===== src/hw/rtl/crcfc_pkg.sv =====
package crcfc_pkg;

    // CRC-16/CCITT-FALSE constants.
    localparam logic [15:0] CRC_INIT = 16'hFFFF;
    localparam logic [15:0] CRC_POLY = 16'h1021;
    localparam logic [15:0] CRC_TOP  = 16'h8000;

    // Field widths.
    localparam int BYTE_W  = 8;
    localparam int CRC_W   = 16;
    localparam int POS_W   = 10;
    localparam int COUNT_W = 16;

    // Configuration register indexes.
    localparam int CFG_IDX_W = 2;
    localparam logic [CFG_IDX_W-1:0] CFG_FRAME_LENGTH = 2'd0;
    localparam logic [CFG_IDX_W-1:0] CFG_CRC_OFFSET   = 2'd1;

    // Reset values of the configuration registers.
    localparam logic [POS_W-1:0] FRAME_LENGTH_RESET = 10'd120;
    localparam logic [POS_W-1:0] CRC_OFFSET_RESET   = 10'd40;

    // Per-byte outcome of the frame tracker.
    typedef struct packed {
        logic             last;
        logic             ok;
        logic [CRC_W-1:0] computed;
        logic [CRC_W-1:0] received;
    } t_frame_info;

endpackage


===== src/hw/rtl/crcfc_crc_step.sv =====
module crcfc_crc_step (
    input  logic [crcfc_pkg::CRC_W-1:0]  i_crc,
    input  logic [crcfc_pkg::BYTE_W-1:0] i_byte,
    output logic [crcfc_pkg::CRC_W-1:0]  o_crc
);
    import crcfc_pkg::*;

    // Eight unrolled shift steps of the MSB-first CRC, one per data bit.
    always_comb begin
        logic [CRC_W-1:0] v_crc;
        v_crc = i_crc ^ {i_byte, {(CRC_W-BYTE_W){1'b0}}};
        for (int k = 0; k < BYTE_W; k++) begin
            if ((v_crc & CRC_TOP) != '0) begin
                v_crc = {v_crc[CRC_W-2:0], 1'b0} ^ CRC_POLY;
            end else begin
                v_crc = {v_crc[CRC_W-2:0], 1'b0};
            end
        end
        o_crc = v_crc;
    end

endmodule


===== src/hw/rtl/crcfc_frame_track.sv =====
module crcfc_frame_track (
    input  logic                        i_clk,
    input  logic                        i_rst_n,
    input  logic                        i_step,
    input  logic [crcfc_pkg::BYTE_W-1:0] i_byte,
    input  logic [crcfc_pkg::POS_W-1:0]  i_frame_length,
    input  logic [crcfc_pkg::POS_W-1:0]  i_crc_offset,
    output crcfc_pkg::t_frame_info       o_info
);
    import crcfc_pkg::*;

    logic [POS_W-1:0]  r_pos;
    logic [CRC_W-1:0]  r_crc;
    logic [CRC_W-1:0]  r_cap;
    logic [POS_W-1:0]  n_pos;
    logic [CRC_W-1:0]  n_crc;
    logic [CRC_W-1:0]  n_cap;

    logic [POS_W-1:0]  len_eff;
    logic              at_lo;
    logic              at_hi;
    logic [BYTE_W-1:0] fed_byte;
    logic [CRC_W-1:0]  crc_next;
    logic [CRC_W-1:0]  cap_next;
    logic              is_last;

    // A frame length of zero behaves as a one-byte frame.
    assign len_eff = (i_frame_length == '0) ? POS_W'(1) : i_frame_length;

    // Locate the embedded CRC field; the high byte may sit one past the offset range.
    assign at_lo = (r_pos == i_crc_offset);
    assign at_hi = ({1'b0, r_pos} == ({1'b0, i_crc_offset} + (POS_W+1)'(1)));

    // Capture the field, low byte first, and feed zeros in its place.
    always_comb begin
        cap_next = r_cap;
        fed_byte = i_byte;
        if (at_lo) begin
            cap_next = {r_cap[CRC_W-1:BYTE_W], i_byte};
            fed_byte = '0;
        end else if (at_hi) begin
            cap_next = {i_byte, r_cap[BYTE_W-1:0]};
            fed_byte = '0;
        end
    end

    crcfc_crc_step u_crc_step (
        .i_crc  (r_crc),
        .i_byte (fed_byte),
        .o_crc  (crc_next)
    );

    // The byte ends the frame once the position reaches the last slot or beyond.
    assign is_last = !(({1'b0, r_pos} + (POS_W+1)'(1)) < {1'b0, len_eff});

    assign o_info.last     = is_last;
    assign o_info.ok       = (cap_next == crc_next);
    assign o_info.computed = crc_next;
    assign o_info.received = cap_next;

    // Advance the frame state, restarting it after the last byte.
    always_comb begin
        n_pos = r_pos;
        n_crc = r_crc;
        n_cap = r_cap;
        if (i_step) begin
            if (is_last) begin
                n_pos = '0;
                n_crc = CRC_INIT;
                n_cap = '0;
            end else begin
                n_pos = r_pos + POS_W'(1);
                n_crc = crc_next;
                n_cap = cap_next;
            end
        end
    end

    always_ff @(posedge i_clk) begin
        if (!i_rst_n) begin
            r_pos <= '0;
            r_crc <= CRC_INIT;
            r_cap <= '0;
        end else begin
            r_pos <= n_pos;
            r_crc <= n_crc;
            r_cap <= n_cap;
        end
    end

endmodule


===== src/hw/rtl/crc16_frame_checker_unit.sv =====
// CRC-16/CCITT-FALSE frame checker. Bytes of fixed-length frames enter on the input
// channel, one transfer per byte; the two bytes at crc_offset (low byte first) are the
// embedded CRC and enter the CRC as zeros. On the last byte of each frame one result
// leaves with the pass flag, both CRC values and the saturating count of failed frames.
// The block takes one byte per clock cycle while it does not stall. A held byte in the
// input register passes through the unrolled eight-bit CRC step into the frame state,
// and a frame's result is loaded into the result register when its last byte moves on
// out of the input register. The result register lets the next bytes keep flowing while
// a result waits; input stalls only once the last byte of the next frame meets a result
// that has not yet been taken. Configuration writes take effect at once and do not
// restart a frame in progress.
module crc16_frame_checker_unit (
    input  logic                            i_clk,
    input  logic                            i_rst_n,
    // Configuration write port.
    input  logic                            i_cfg_wr_en,
    input  logic [crcfc_pkg::CFG_IDX_W-1:0] i_cfg_index,
    input  logic [crcfc_pkg::POS_W-1:0]     i_cfg_data,
    // Input byte channel.
    input  logic                            i_in_valid,
    output logic                            o_in_stall,
    input  logic [crcfc_pkg::BYTE_W-1:0]    i_data_byte,
    // Result channel.
    output logic                            o_out_valid,
    input  logic                            i_out_stall,
    output logic                            o_frame_ok,
    output logic [crcfc_pkg::CRC_W-1:0]     o_computed_crc,
    output logic [crcfc_pkg::CRC_W-1:0]     o_received_crc,
    output logic [crcfc_pkg::COUNT_W-1:0]   o_error_total
);
    import crcfc_pkg::*;

    logic [POS_W-1:0]   r_frame_length;
    logic [POS_W-1:0]   r_crc_offset;

    logic               r_in_valid;
    logic [BYTE_W-1:0]  r_in_byte;
    logic               n_in_valid;

    logic               r_out_valid;
    logic               r_out_ok;
    logic [CRC_W-1:0]   r_out_computed;
    logic [CRC_W-1:0]   r_out_received;
    logic [COUNT_W-1:0] r_out_errors;
    logic               n_out_valid;

    logic [COUNT_W-1:0] r_err_cnt;
    logic [COUNT_W-1:0] n_err_cnt;

    t_frame_info        info;
    logic               in_xfer;
    logic               advance;
    logic               load_out;

    // Configuration registers.
    always_ff @(posedge i_clk) begin
        if (!i_rst_n) begin
            r_frame_length <= FRAME_LENGTH_RESET;
            r_crc_offset   <= CRC_OFFSET_RESET;
        end else if (i_cfg_wr_en) begin
            case (i_cfg_index)
                CFG_FRAME_LENGTH: r_frame_length <= i_cfg_data;
                CFG_CRC_OFFSET:   r_crc_offset   <= i_cfg_data;
                default:          ;
            endcase
        end
    end

    // The held byte moves on unless it closes a frame and the result slot is blocked.
    assign advance    = r_in_valid && (!info.last || !r_out_valid || !i_out_stall);
    assign load_out   = advance && info.last;
    assign o_in_stall = r_in_valid && !advance;
    assign in_xfer    = i_in_valid && !o_in_stall;

    // Input register.
    always_comb begin
        n_in_valid = r_in_valid;
        if (in_xfer) begin
            n_in_valid = 1'b1;
        end else if (advance) begin
            n_in_valid = 1'b0;
        end
    end

    always_ff @(posedge i_clk) begin
        if (!i_rst_n) begin
            r_in_valid <= 1'b0;
        end else begin
            r_in_valid <= n_in_valid;
        end
    end

    always_ff @(posedge i_clk) begin
        if (in_xfer) begin
            r_in_byte <= i_data_byte;
        end
    end

    crcfc_frame_track u_frame_track (
        .i_clk          (i_clk),
        .i_rst_n        (i_rst_n),
        .i_step         (advance),
        .i_byte         (r_in_byte),
        .i_frame_length (r_frame_length),
        .i_crc_offset   (r_crc_offset),
        .o_info         (info)
    );

    // Saturating count of failed frames, this frame included.
    always_comb begin
        n_err_cnt = r_err_cnt;
        if (!info.ok && (r_err_cnt != {COUNT_W{1'b1}})) begin
            n_err_cnt = r_err_cnt + COUNT_W'(1);
        end
    end

    always_ff @(posedge i_clk) begin
        if (!i_rst_n) begin
            r_err_cnt <= '0;
        end else if (load_out) begin
            r_err_cnt <= n_err_cnt;
        end
    end

    // Result register.
    always_comb begin
        n_out_valid = r_out_valid;
        if (load_out) begin
            n_out_valid = 1'b1;
        end else if (!i_out_stall) begin
            n_out_valid = 1'b0;
        end
    end

    always_ff @(posedge i_clk) begin
        if (!i_rst_n) begin
            r_out_valid <= 1'b0;
        end else begin
            r_out_valid <= n_out_valid;
        end
    end

    always_ff @(posedge i_clk) begin
        if (load_out) begin
            r_out_ok       <= info.ok;
            r_out_computed <= info.computed;
            r_out_received <= info.received;
            r_out_errors   <= n_err_cnt;
        end
    end

    assign o_out_valid    = r_out_valid;
    assign o_frame_ok     = r_out_ok;
    assign o_computed_crc = r_out_computed;
    assign o_received_crc = r_out_received;
    assign o_error_total  = r_out_errors;

    // Input stalls only while a byte is held that cannot move on.
    a_stall_needs_byte: assert property (@(posedge i_clk) disable iff (!i_rst_n)
        o_in_stall |-> r_in_valid)
        else $error("input stalled with an empty input register");

    // A new result appears only after a held byte closed a frame.
    a_result_from_byte: assert property (@(posedge i_clk) disable iff (!i_rst_n)
        $rose(o_out_valid) |-> $past(r_in_valid))
        else $error("result appeared without a byte behind it");

    // The pass flag agrees with the two CRC values it reports.
    a_flag_matches: assert property (@(posedge i_clk) disable iff (!i_rst_n)
        o_out_valid |-> (o_frame_ok == (o_computed_crc == o_received_crc)))
        else $error("pass flag disagrees with the reported CRC values");

    // The failed-frame count never goes down.
    a_count_monotonic: assert property (@(posedge i_clk) disable iff (!i_rst_n)
        $past(i_rst_n) |-> (r_err_cnt >= $past(r_err_cnt)))
        else $error("failed-frame count decreased");

endmodule


===== config.mk =====
export PLATFORM = sky130hd
export DESIGN_NAME = crc16_frame_checker_unit
export DESIGN_NICKNAME = d
export VERILOG_FILES = /design/src/hw/rtl/crcfc_pkg.sv /design/src/hw/rtl/crcfc_crc_step.sv /design/src/hw/rtl/crcfc_frame_track.sv /design/src/hw/rtl/crc16_frame_checker_unit.sv
export SDC_FILE = /design/constraint.sdc
export NUM_CORES = 1
export LEC_CHECK = 0
export BUFFER_PORTS_ARGS = -buffer_cell sky130_fd_sc_hd__buf_2
export CAP_MARGIN = 5
export CORE_ASPECT_RATIO = 1.2
export CORE_MARGIN = 2
export CORE_UTILIZATION = 60
export DETAILED_ROUTE_END_ITERATION = 8
export PLACE_DENSITY_LB_ADDON = 0.08
export SETUP_SLACK_MARGIN = 0.2
export SYNTH_ARGS = -nofsm -noshare
export SYNTH_HDL_FRONTEND = slang
export SYNTH_SLANG_ARGS = --single-unit

===== constraint.sdc =====
create_clock -name i_clk -period 7.24 [get_ports i_clk]
set_input_delay 0.724 -clock i_clk [delete_from_list [all_inputs] [get_ports i_clk]]
set_output_delay 0.724 -clock i_clk [all_outputs]
set_load 0.05 [all_outputs]

==> results of run 1 <==
[cell usage in the layout, fill, tap and decap left out, types with 4 or more instances in the layout]
master       n
o211ai_1     9
nand2_1    110
and3_1      14
dfxtp_1     80
buf_4        6
nor2_1      33
edfxtp_1    57
and4_1       5
a21oi_1     24
nand3_1     16
inv_1       19
xnor2_1     38
a211oi_1     4
xor2_1      36
o21ai_0     17
a22oi_1     21
nor4_1      15
nor2b_1     44
o22ai_1     18
nor3_1      10
mux2_2       5
nand2b_1    20
a21boi_0     9
or2_2        4
mux2i_1     30
clkbuf_16   18
o21ai_1      5
nand4_1      4
buf_2       75
ha_1        12
a31oi_1      4
or3_1        8
nor3b_1      4
[worst min-delay path by stage]
stage / from / end / slack [ns] / cells after the start
global route: i_data_byte[0] / r_in_byte[0] / 0.47 / 1
detailed placement: r_frame_length[2] / r_frame_length[2] / 0.47 / 2
floorplan: r_frame_length[1] / r_frame_length[1] / 0.44 / 2
CTS: i_data_byte[0] / r_in_byte[0] / 0.47 / 1
global placement: r_frame_length[0] / r_frame_length[0] / 0.45 / 2
finish: r_frame_length[2] / r_frame_length[2] / 0.47 / 2
[flip-flops by register name, summed over array words and instances, names as in the netlist]
register / cells
u_frame_track.r_pos: 10
o_frame_ok: 1
r_in_byte: 8
o_computed_crc: 16
u_frame_track.r_crc: 16
r_err_cnt: 16
r_crc_offset: 10
o_out_valid: 1
r_in_valid: 1
o_error_total: 16
o_received_crc: 16
u_frame_track.r_cap: 16
r_frame_length: 10
[cell families (layout without fill, tap and decap cells)]
group	after synthesis	in the layout
muxes	37	37
adders and majority gates	12	12
and+or+nand+nor	306	306
buffers and inverters	70	132
AOI/OAI and AO/OA	140	140
DFF	137	137
xor gates and xnor gates	78	78
[final cells by class]
type,count,area [um^2]
flip-flops and latches,137,3310
fillers,944,3620
inverters,19,71.3
multi-input cells,573,3840
clock buffers,20,478
well taps,161,201
repair buffers,81,420
clock inverters,12,161
[critical path, cell delays in order, from the launching register on]
cell and delay (ns):
dfxtp_1 0.44, ha_1 0.27, nand3_1 0.17, or2_2 0.39
xnor2_1 0.14, ha_1 0.32, nand4_1 0.08, a21oi_1 0.05
o31a_1 0.28, o41ai_1 0.87, and2_1 0.57, nor3b_1 0.16
buf_2 0.25
[power by group]
part / switching (uW) / internal (uW) / total [uW] / leakage, uW
Sequential: 24.8 / 827 / 851 / 0.00123
Clock: 339 / 584 / 923 / 0.000310
Combinational: 129 / 89.6 / 218 / 0.00194
Total: 493 / 1500 / 1990 / 0.00347
[per-stage QoR]
| step | setup slack (ns) | utilization (%) | hold WS (ns) | instance area (um^2) | power (uW) |
|---|---|---|---|---|---|
| after floorplan | 1.63 | - | 0.443 | 7440 | 1020 |
| after global placement | 2.68 | 64.8 | 0.453 | 7850 | 1080 |
| after detailed placement | 2.40 | 64.8 | 0.466 | 7850 | 1080 |
| after CTS | 2.07 | 70.1 | 0.466 | 8490 | 2000 |
| after global routing | 1.80 | 70.1 | 0.465 | 8490 | 2060 |
| final | 2.09 | 70.1 | 0.468 | 8490 | 1990 |
[layer usage]
metal	share of wire [%]	GRT usage [%]	vias to the layer above	wire length, um
met4	3.5	13.1	0	619
met2	52	48.3	155	9220
met1	40	31.4	2846	7130
met5	0	0	-	0
met3	3.8	5.18	39	675
li1	-	-	2878	-
==> run summary, run 1 <==
Crit. End Element = output pin
Critical Path Source = u_frame_track.r_pos[0]
DR WL/cell = 17.6 um
Synth cell types = 67
Clock transition at path regs = 0.06 ns
Crit path arrival time = 4.43 ns
Synth area leader = edfxtp_1
Synth Area in Adders = 2.02%
Post-layout minimum cycle time = 5.15 ns
DRC Markers = 0
CP Class = reg2out
Startpoint Class = flop
Most frequent cell after synthesis = nand2_1
Initial Util = 61.5%
Worst reg-to-reg setup slack = 2.29 ns
Final #Nets = 866
CTS Buffer Depth = 2
Worst IR drop on VDD = 0.149 mV
Leak = 0.00347 uW
Post-synthesis net count = 817
RR Startpoint = r_crc_offset[0]
Sink Count = 137
Most instantiated cells after synthesis = nand2_1 (110), dfxtp_1 (80), edfxtp_1 (57)
EDFF count, synth = 57
Die H = 126 um
Placed cells = 971
Share of cells above drive strength 1 = 16.3%
Hold_buf cts = 0
Number of global-route vias before repair = 5,728
Largest fanout on the critical path = 14
Synthesis-to-layout area growth = 14.1%
MaxCap Viol Count = 0
Number of antenna violations at the first check in global routing = 0
IO Count = 76
First-pass GRT wire length = 28.3 mm
Die W = 106 um
Synth top area share = 23.0%
Largest net degree at the start of global routing = 49
Setup_tns = 0 ns
Worst skew pair latency = 0.43 ns
Max-slew violation count = 0
Asr flop ratio synth = 0%
Fmax = 194 MHz
Post-synthesis compound-gate area fraction = 13.0%
Synth Instances = 780
Largest family of logic cells by synthesized area = simple AND/OR/NAND/NOR gates
Min-delay worst type = reg2reg
Die ar. = 13,300 um^2
TritonCTS clock tree = done
Finish-stage setup viols = 0
RSZ-0062 raised after global routing = false
TritonCTS Buffers = 17
CTS Root Cell = clkbuf_16
Core Area = 12,100 um^2
Reg2reg end = o_error_total[1]
Synthesized area per cell = 9.54 um^2
Routability congestion estimate = 0.960
GRT overflow = 0
Post-CTS resize count = 0
Drt pass-1 iters = 5
IO buf count = 75
Post-Synth XOR/XNOR Area = 9.75%
R2R depth = 13
Hold Fails Final Rpt = 0
Non-Filler Instances = 1,003
Post-Route WL = 17.6 mm
#FFs+latches synth = 137
End of the critical path = o_in_stall
Vias per cell = 5.90
Antenna viol nets, final = 0
Post-CTS setup buffers = 0
Ant. Diodes = 0
Initial DRC count = 332
Sequential share of the synthesized area = 44.5%
CP required = 6.52 ns
Synth warn = 0
Synth Cell Area = 7440 um^2
Site Rows = 44
H-tree Lvls = 4
Synth top area cells = edfxtp_1 (23%), dfxtp_1 (22%), nand2_1 (5.5%)
Status = finished, final reports clean
Via Count = 5,918
Mux cell area share after synthesis = 5.09%
Slew HR = 27.2%
Worst Clk Skew = 0.00835 ns
Post-Synth Simple-Gate Area = 21.7%
GR Util All Layers = 27.2%
Detailed placement HPWL = 12.5 mm
Ys flop type = dfxtp_1
Slew of the pin with the lowest slew margin = 1.08 ns
Tcrit/Tclk final = 71.2%
Pwr dens = 235 nW/um^2
Power figures use the tool's default switching activity.
==> run 2, diff against run 1 <==
ABC_AREA = 1   (was not set)
CORE_UTILIZATION = 53   (was 60)
clock period = 4.2 ns   (was 7.24 ns; I/O delays follow)
==> run 2 against run 1 <==
Against the previous run:
- clock skew increased by 0.0027 ns
- hold slack lost 0.30 ns
- setup slack lost 1.4 ns
- first-iteration DRC count is 6.9% lower
- power is 70% higher
- area after synthesis down 3.8%
- sequential share of layout area rose by 1.0 points
- largest power group unchanged
==> run summary, run 2 <==
Status = finished, final reports clean
Pwr dens = 410 nW/um^2 (+75%)
Finish-stage setup viols = 0 (unchanged)
Die W = 110 um (+4.2%)
Number of antenna violations at the first check in global routing = 0 (unchanged)
Slowest stage delay, CP = 0.47 ns (-0.40 ns)
Site Rows = 46 (+4.5%)
Most frequent cells in the layout = nand2_1 (271), inv_1 (115), nand3_1 (81)
Clock transition at path regs = 0.06 ns (about the same)
Crit path arrival time = 3.09 ns (-1.34 ns)
Drt pass-1 iters = 7 (+2)
CP Class = reg2out
Largest net degree at the start of global routing = 68 (+39%)
Post-layout minimum cycle time = 3.51 ns
Crit-path cells = nand3_1, nor2_1, nand4_1, nor2_1, nand2_1, xnor2_1, ha_1, nand4_1, a211o_1, nand2_1, nand3_1, nor2_1, buf_2
Initial DRC count = 309 (-6.9%)
Setup_tns = 0 ns (unchanged)
CP required = 3.78 ns (-2.74 ns)
Slew HR = 39.4% (+12 points)
Worst Clk Skew = 0.0110 ns (+0.00266 ns)
MaxCap Viol Count = 0 (unchanged)
Number of global-route vias before repair = 5,538 (-3.3%)
Synth warn = 0 (unchanged)
Slew of the pin with the lowest slew margin = 0.902 ns (-0.176 ns)
Startpoint Class = flop
Final core occ = 62.8% (-7.3 points)
Die ar. = 14,500 um^2 (+8.5%)
Synth top area share = 23.9% (+0.92 points)
Via Count = 6,103 (+3.1%)
Sequential share of the synthesized area = 46.3% (+1.8 points)
Crit. End Element = output pin
Commonest non-fill, non-tap cell in the layout = nand2_1
RSZ-0062 raised after global routing = false
Final #Nets = 1,037 (+20%)
Non-Filler Instances = 1,181 (+18%)
Most used cell, CP = nor2_1
Seq pwr share = 43.1% (+0.4 points)
GRT overflow = 0 (unchanged)
GR Util All Layers = 23.8% (-3.4 points)
IO Count = 76 (unchanged)
Post-Route WL = 16.6 mm (-5.7%)
Worst reg-to-reg setup slack = 0.74 ns (-1.55 ns)
DRC Markers = 0 (unchanged)
Tcrit/Tclk final = 83.5%
Most instantiated cells after synthesis = nand2_1 (271), inv_1 (115), nand3_1 (81)
Asr flop ratio synth = 0% (unchanged)
Ant. Diodes = 0 (unchanged)
Leak = 0.00387 uW (+11%)
Vias per cell = 5.17 (-12%)
Synthesis-to-layout area growth = 15.6%
Ys flop type = dfxtp_1
#FFs+latches synth = 137 (unchanged)
CTS Root Cell = clkbuf_16
Worst IR drop on VDD = 0.265 mV (+78%)
Fmax = 285 MHz
Min-delay worst type = in2reg
Largest fanout on the critical path = 6 (-8)
Comb power frac = 10.4% (-0.6 points)
Synth Cell Area = 7160 um^2 (-3.8%)
Post-CTS resize count = 0 (unchanged)
CP max stage cell = dfxtp_1
Synthesized area per cell = 7.72 um^2 (-19%)
Switching pwr = 824 uW (+67%)
Internal power = 2570 uW (+71%)
Antenna viol nets, final = 0 (unchanged)
Clk pwr share = 46.5% (+0.2 points)
Buf/Inv on CP = 1 (unchanged)
Detailed placement HPWL = 11.6 mm (-7.3%)
First-pass GRT wire length = 26.8 mm (-5.5%)
CTS Buffer Depth = 2 (unchanged)
Placed cells = 1,149 (+18%)
EDFF count, synth = 57 (unchanged)
Synth Instances = 927 (+19%)
Initial Util = 54.3% (-7.2 points)
Net switching share of the total power = 24.3% (-0.42 points)
CP delay by family, top = simple AND/OR/NAND/NOR gates
Die H = 131 um (+4.2%)
Post-CTS setup buffers = 0 (unchanged)
Worst skew pair latency = 0.43 ns (about the same)
Routability congestion estimate = 0.899 (-6.3%)
TritonCTS clock tree = done
Share of cells above drive strength 1 = 17.4% (+1.1 points)
Hold Fails Final Rpt = 0 (unchanged)
Hold_buf cts = 0 (unchanged)
H-tree Lvls = 4 (unchanged)
TritonCTS Buffers = 17 (unchanged)
Synth area leader = edfxtp_1
DR WL/cell = 14.1 um (-20%)
Most frequent cell after synthesis = nand2_1
Post-synthesis net count = 964 (+18%)
Synth top area cells = edfxtp_1 (24%), dfxtp_1 (22%), nand2_1 (14%)
Max-slew violation count = 0 (unchanged)
Synth cell types = 37 (-45%)
Sink Count = 137 (unchanged)
IO buf count = 75 (unchanged)
Core Area = 13,200 um^2 (+8.8%)
run 2: cell count changes in the layout (fill, tap and decap cells not counted), sizes merged, moves of 13 or more:
| cell | previous run | this run |
|---|---|---|
| nand3 | 16 | 84 |
| nand2b | 20 | 0 |
| xnor2 | 39 | 5 |
| mux2i | 30 | 0 |
| a21oi | 25 | 56 |
| o21ai | 22 | 35 |
| nor2 | 33 | 51 |
| nand2 | 110 | 307 |
| nor4 | 17 | 4 |
| inv | 22 | 122 |
| and3 | 14 | 0 |
| nor2b | 44 | 0 |
| a22oi | 21 | 0 |
run 2: cells by family (layout without fill, tap and decap cells):
kind of cell | after synthesis | after routing | synth area share [%]
compound gates | 117 | 117 | 9.02
xor+xnor | 32 | 32 | 4.02
fa+ha+maj | 12 | 12 | 2.10
buf+inv | 153 | 239 | 8.95
flops | 137 | 137 | 46.3
simple gates | 476 | 476 | 29.6
run 2: final cells by class:
type                            count  area (um^2)
Multi-Input combinational cell    637         3200
Fill cell                        1229         4900
Sequential cell                   137         3310
Inverter                          123          462
Timing Repair Buffer               84          455
Clock buffer                       26          553
Tap cell                          168          210
Clock inverter                      6         80.1
run 2: metal layers:
layer,GRT usage [%],vias to the layer above,routed length (um)
met5,0,-,0
met4,10.4,0,359
met3,4.07,27,785
met2,38.2,155,8030
met1,31.3,2772,7470
li1,-,3149,-
run 2: final timing paths:
path	start	endpoint	cells after the start
max	u_frame_track.r_pos[0]	o_in_stall	13
min	i_data_byte[6]	r_in_byte[6]	1
max reg2reg	r_crc_offset[1]	r_err_cnt[9]	24
min reg2reg	u_frame_track.r_cap[6]	u_frame_track.r_cap[6]	2
run 2: through the flow:
step | instance area (um^2) | setup WS (ns) | hold WS [ns] | total power (uW)
3_5_place_dp | 7640 | 0.767 | 0.449 | 1840
6_report | 8280 | 0.693 | 0.169 | 3390
3_3_place_gp | 7640 | 0.822 | 0.447 | 1840
2_1_floorplan | 7160 | 0.351 | 0.436 | 1740
4_1_cts | 8280 | 0.659 | 0.158 | 3410
5_1_grt | 8280 | 0.284 | 0.157 | 3510
run 2: power by group through the flow:
stage	Combinational, uW	Clock, uW	Sequential, uW
2_1_floorplan	242	0	1500
3_3_place_gp	349	0	1490
3_5_place_dp	351	0	1490
4_1_cts	355	1590	1460
5_1_grt	397	1650	1470
6_report	354	1580	1460
==> run 3, diff against run 2 <==
clock period = 3.2 ns   (was 4.2 ns; I/O delays follow)
==> run 3 against run 2 <==
Against the previous run:
- sequential cell count is the same
- clock-buffer cell count fell by 4
- global-route usage rose by 2.4 points
- routed wire length up 11%
- via count rose by 6.9%
- non-clock buffer count up 64
- clock skew fell by 0.0038 ns
- sequential share of layout area fell by 4.0 points
- die area is the same
- cell count up 5.4%
- critical endpoint is now o_error_total[6]
- largest power group is now sequential cells
- highest routed layer unchanged
==> run summary, run 3 (synthesis results as in run 2) <==
Largest fanout on the critical path = 11 (+5)
Worst Clk Skew = 0.00724 ns (-0.00377 ns)
MaxCap Viol Count = 0 (unchanged)
Routability congestion estimate = 0.949 (+5.5%)
IO Count = 76 (unchanged)
GR Util All Layers = 26.2% (+2.4 points)
H-tree Lvls = 4 (unchanged)
Share of cells above drive strength 1 = 28.7% (+11 points)
Core Area = 13,200 um^2 (unchanged)
Worst skew pair latency = 0.43 ns (about the same)
Largest net degree at the start of global routing = 41 (-40%)
Finished Cell Area = 9240 um^2 (+12%)
Post-layout minimum cycle time = 3.12 ns
Met3 wire length = 899 um (+15%)
Worst IR drop on VDD = 0.411 mV (+55%)
DRC Markers = 0 (unchanged)
Antenna viol nets, final = 0 (unchanged)
Switching pwr = 1160 uW (+41%)
Die W = 110 um (unchanged)
Met2 WL = 9.20 mm (+15%)
Drt pass-1 iters = 6 (-1)
M1 WL = 7.98 mm (+6.8%)
Max-slew violation count = 0 (unchanged)
Sink Count = 137 (unchanged)
RSZ-0062 raised after global routing = true
TritonCTS clock tree = done
Net switching share of the total power = 26.5% (+2.2 points)
Crit path arrival time = 3.29 ns (+0.20 ns)
CP required = 3.37 ns (-0.41 ns)
Slew of the pin with the lowest slew margin = 1.05 ns (+0.151 ns)
Vias per cell = 5.24 (+1.4%)
Seq pwr share = 43.9% (+0.8 points)
DR top layer = met4
Pwr dens = 473 nW/um^2 (+15%)
CTS Root Cell = clkbuf_16
Clk pwr share = 42.6% (-3.9 points)
Startpoint Class = flop
Crit. End Element = flop
Number of antenna violations at the first check in global routing = 0 (unchanged)
Hold Fails Final Rpt = 0 (unchanged)
CP Class = reg2reg
DR WL/cell = 14.9 um (+5.4%)
Comb power frac = 13.5% (+3.1 points)
Post-Route WL = 18.5 mm (+11%)
Leak = 0.00428 uW (+11%)
Commonest non-fill, non-tap cell in the layout = nand2_1
First-pass GRT wire length = 29.4 mm (+9.9%)
CTS Buffer Depth = 2 (unchanged)
DP Area = 8070 um^2 (+5.6%)
GRT overflow = 0 (unchanged)
Site Rows = 46 (unchanged)
Fmax = 321 MHz
Finish-stage setup viols = 0 (unchanged)
Tcrit/Tclk final = 97.4%
Slew HR = 29.7% (-9.7 points)
Via Count = 6,522 (+6.9%)
Ant. Diodes = 0 (unchanged)
IO buf count = 75 (unchanged)
Final #Nets = 1,101 (+6.2%)
Internal power = 3210 uW (+25%)
Most frequent cells in the layout = nand2_1 (250), inv_1 (113), buf_2 (74)
Status = finished, final reports clean
Clock transition at path regs = 0.06 ns (about the same)
Placed cells = 1,195 (+4.0%)
Die ar. = 14,500 um^2 (unchanged)
Non-Filler Instances = 1,245 (+5.4%)
Number of global-route vias before repair = 6,118 (+10%)
TritonCTS Buffers = 17 (unchanged)
Initial DRC count = 393 (+27%)
Detailed placement HPWL = 12.8 mm (+11%)
Min-delay worst type = in2reg
Initial Util = 54.3% (unchanged)
Synthesis-to-layout area growth = 29.2%
Die H = 131 um (unchanged)
==> run 3: cell count changes in the layout (fill, tap and decap cells not counted), moves of 4 or more <==
| cell | previous run | this run |
|---|---|---|
| dfxtp_1 | 80 | 71 |
| nand3_2 | 3 | 8 |
| buf_12 | 1 | 8 |
| dfxtp_4 | 0 | 4 |
| nand2_1 | 271 | 250 |
| nand2_2 | 32 | 45 |
| nor2_4 | 2 | 11 |
| nand3_4 | 0 | 6 |
| buf_4 | 8 | 62 |
| nand3_1 | 81 | 70 |
| nor2_1 | 46 | 34 |
| nand2_4 | 4 | 11 |
| dfxtp_2 | 0 | 5 |
==> run 3: layout make-up <==
| type | instances | area [um^2] |
|---|---|---|
| Clock buffer | 22 | 507 |
| Clock inverter | 10 | 65.1 |
| Fill cell | 1075 | 3940 |
| Inverter | 123 | 479 |
| Multi-Input combinational cell | 637 | 3570 |
| Sequential cell | 137 | 3330 |
| Tap cell | 168 | 210 |
| Timing Repair Buffer | 148 | 1070 |
==> run 3: path summary, 6_finish.rpt <==
kind,startpoint,endpoint,slack (ns),cells after the start
setup / recovery,r_crc_offset[0],o_error_total[6],0.08,22
hold / removal,i_data_byte[6],r_in_byte[6],0.06,1
setup reg to reg,r_crc_offset[0],o_error_total[6],0.08,22
hold reg to reg,u_frame_track.r_cap[13],u_frame_track.r_cap[13],0.46,2
==> run 3: what timing repair did <==
item	CTS	global route
cloned	1	1
buffers inserted	12	4
hold buffers	0	0
pin swaps	28	23
setup endpoints to repair	77	134
gates resized for setup	48	52
==> run 3: routing by layer <==
layer | vias up | track usage, %
met5 | - | 0
met4 | 0 | 10.3
met3 | 29 | 5.41
met2 | 167 | 42.9
met1 | 3051 | 33.4
li1 | 3275 | -
==> run 3: power groups by stage <==
stage / Combinational, uW / Clock, uW / Sequential, uW
6_report: 592 / 1860 / 1920
2_1_floorplan: 320 / 0 / 1970
3_5_place_dp: 519 / 0 / 1950
4_1_cts: 549 / 1880 / 1910
3_3_place_gp: 516 / 0 / 1950
5_1_grt: 652 / 1950 / 1920
==> run 3: metrics by stage <==
step / power (uW) / hold WS (ns) / setup slack, ns / util (%) / setup TNS (ns)
6_report: 4370 / 0.0647 / 0.0834 / 70.1 / 0
5_1_grt: 4530 / 0.0586 / -0.106 / 70.1 / -2.44
4_1_cts: 4340 / 0.0514 / 0.0948 / 67.9 / 0
3_5_place_dp: 2470 / 0.456 / -0.0226 / 61.2 / -0.0718
3_3_place_gp: 2470 / 0.445 / -0.0355 / 61.2 / -0.239
2_1_floorplan: 2290 / 0.419 / 0.148 / - / 0
==> run 3: worst max-delay path, cell delays in order, from the launching register on <==
cell	delay, ns
dfxtp_4	0.37
ha_4	0.16
nand3_4	0.10
nor2_4	0.13
nand2_2	0.08
nand2_2	0.06
nand2_2	0.06
nor2_4	0.15
nand3_4	0.11
buf_12	0.14
buf_16	0.14
buf_4	0.16
o21ai_2	0.18
inv_1	0.06
nand2_1	0.07
nand4_1	0.10
nor2_1	0.12
nand2_1	0.09
nor2_4	0.11
nand2_4	0.13
buf_12	0.16
nand3_1	0.08
nand2_1	0.08
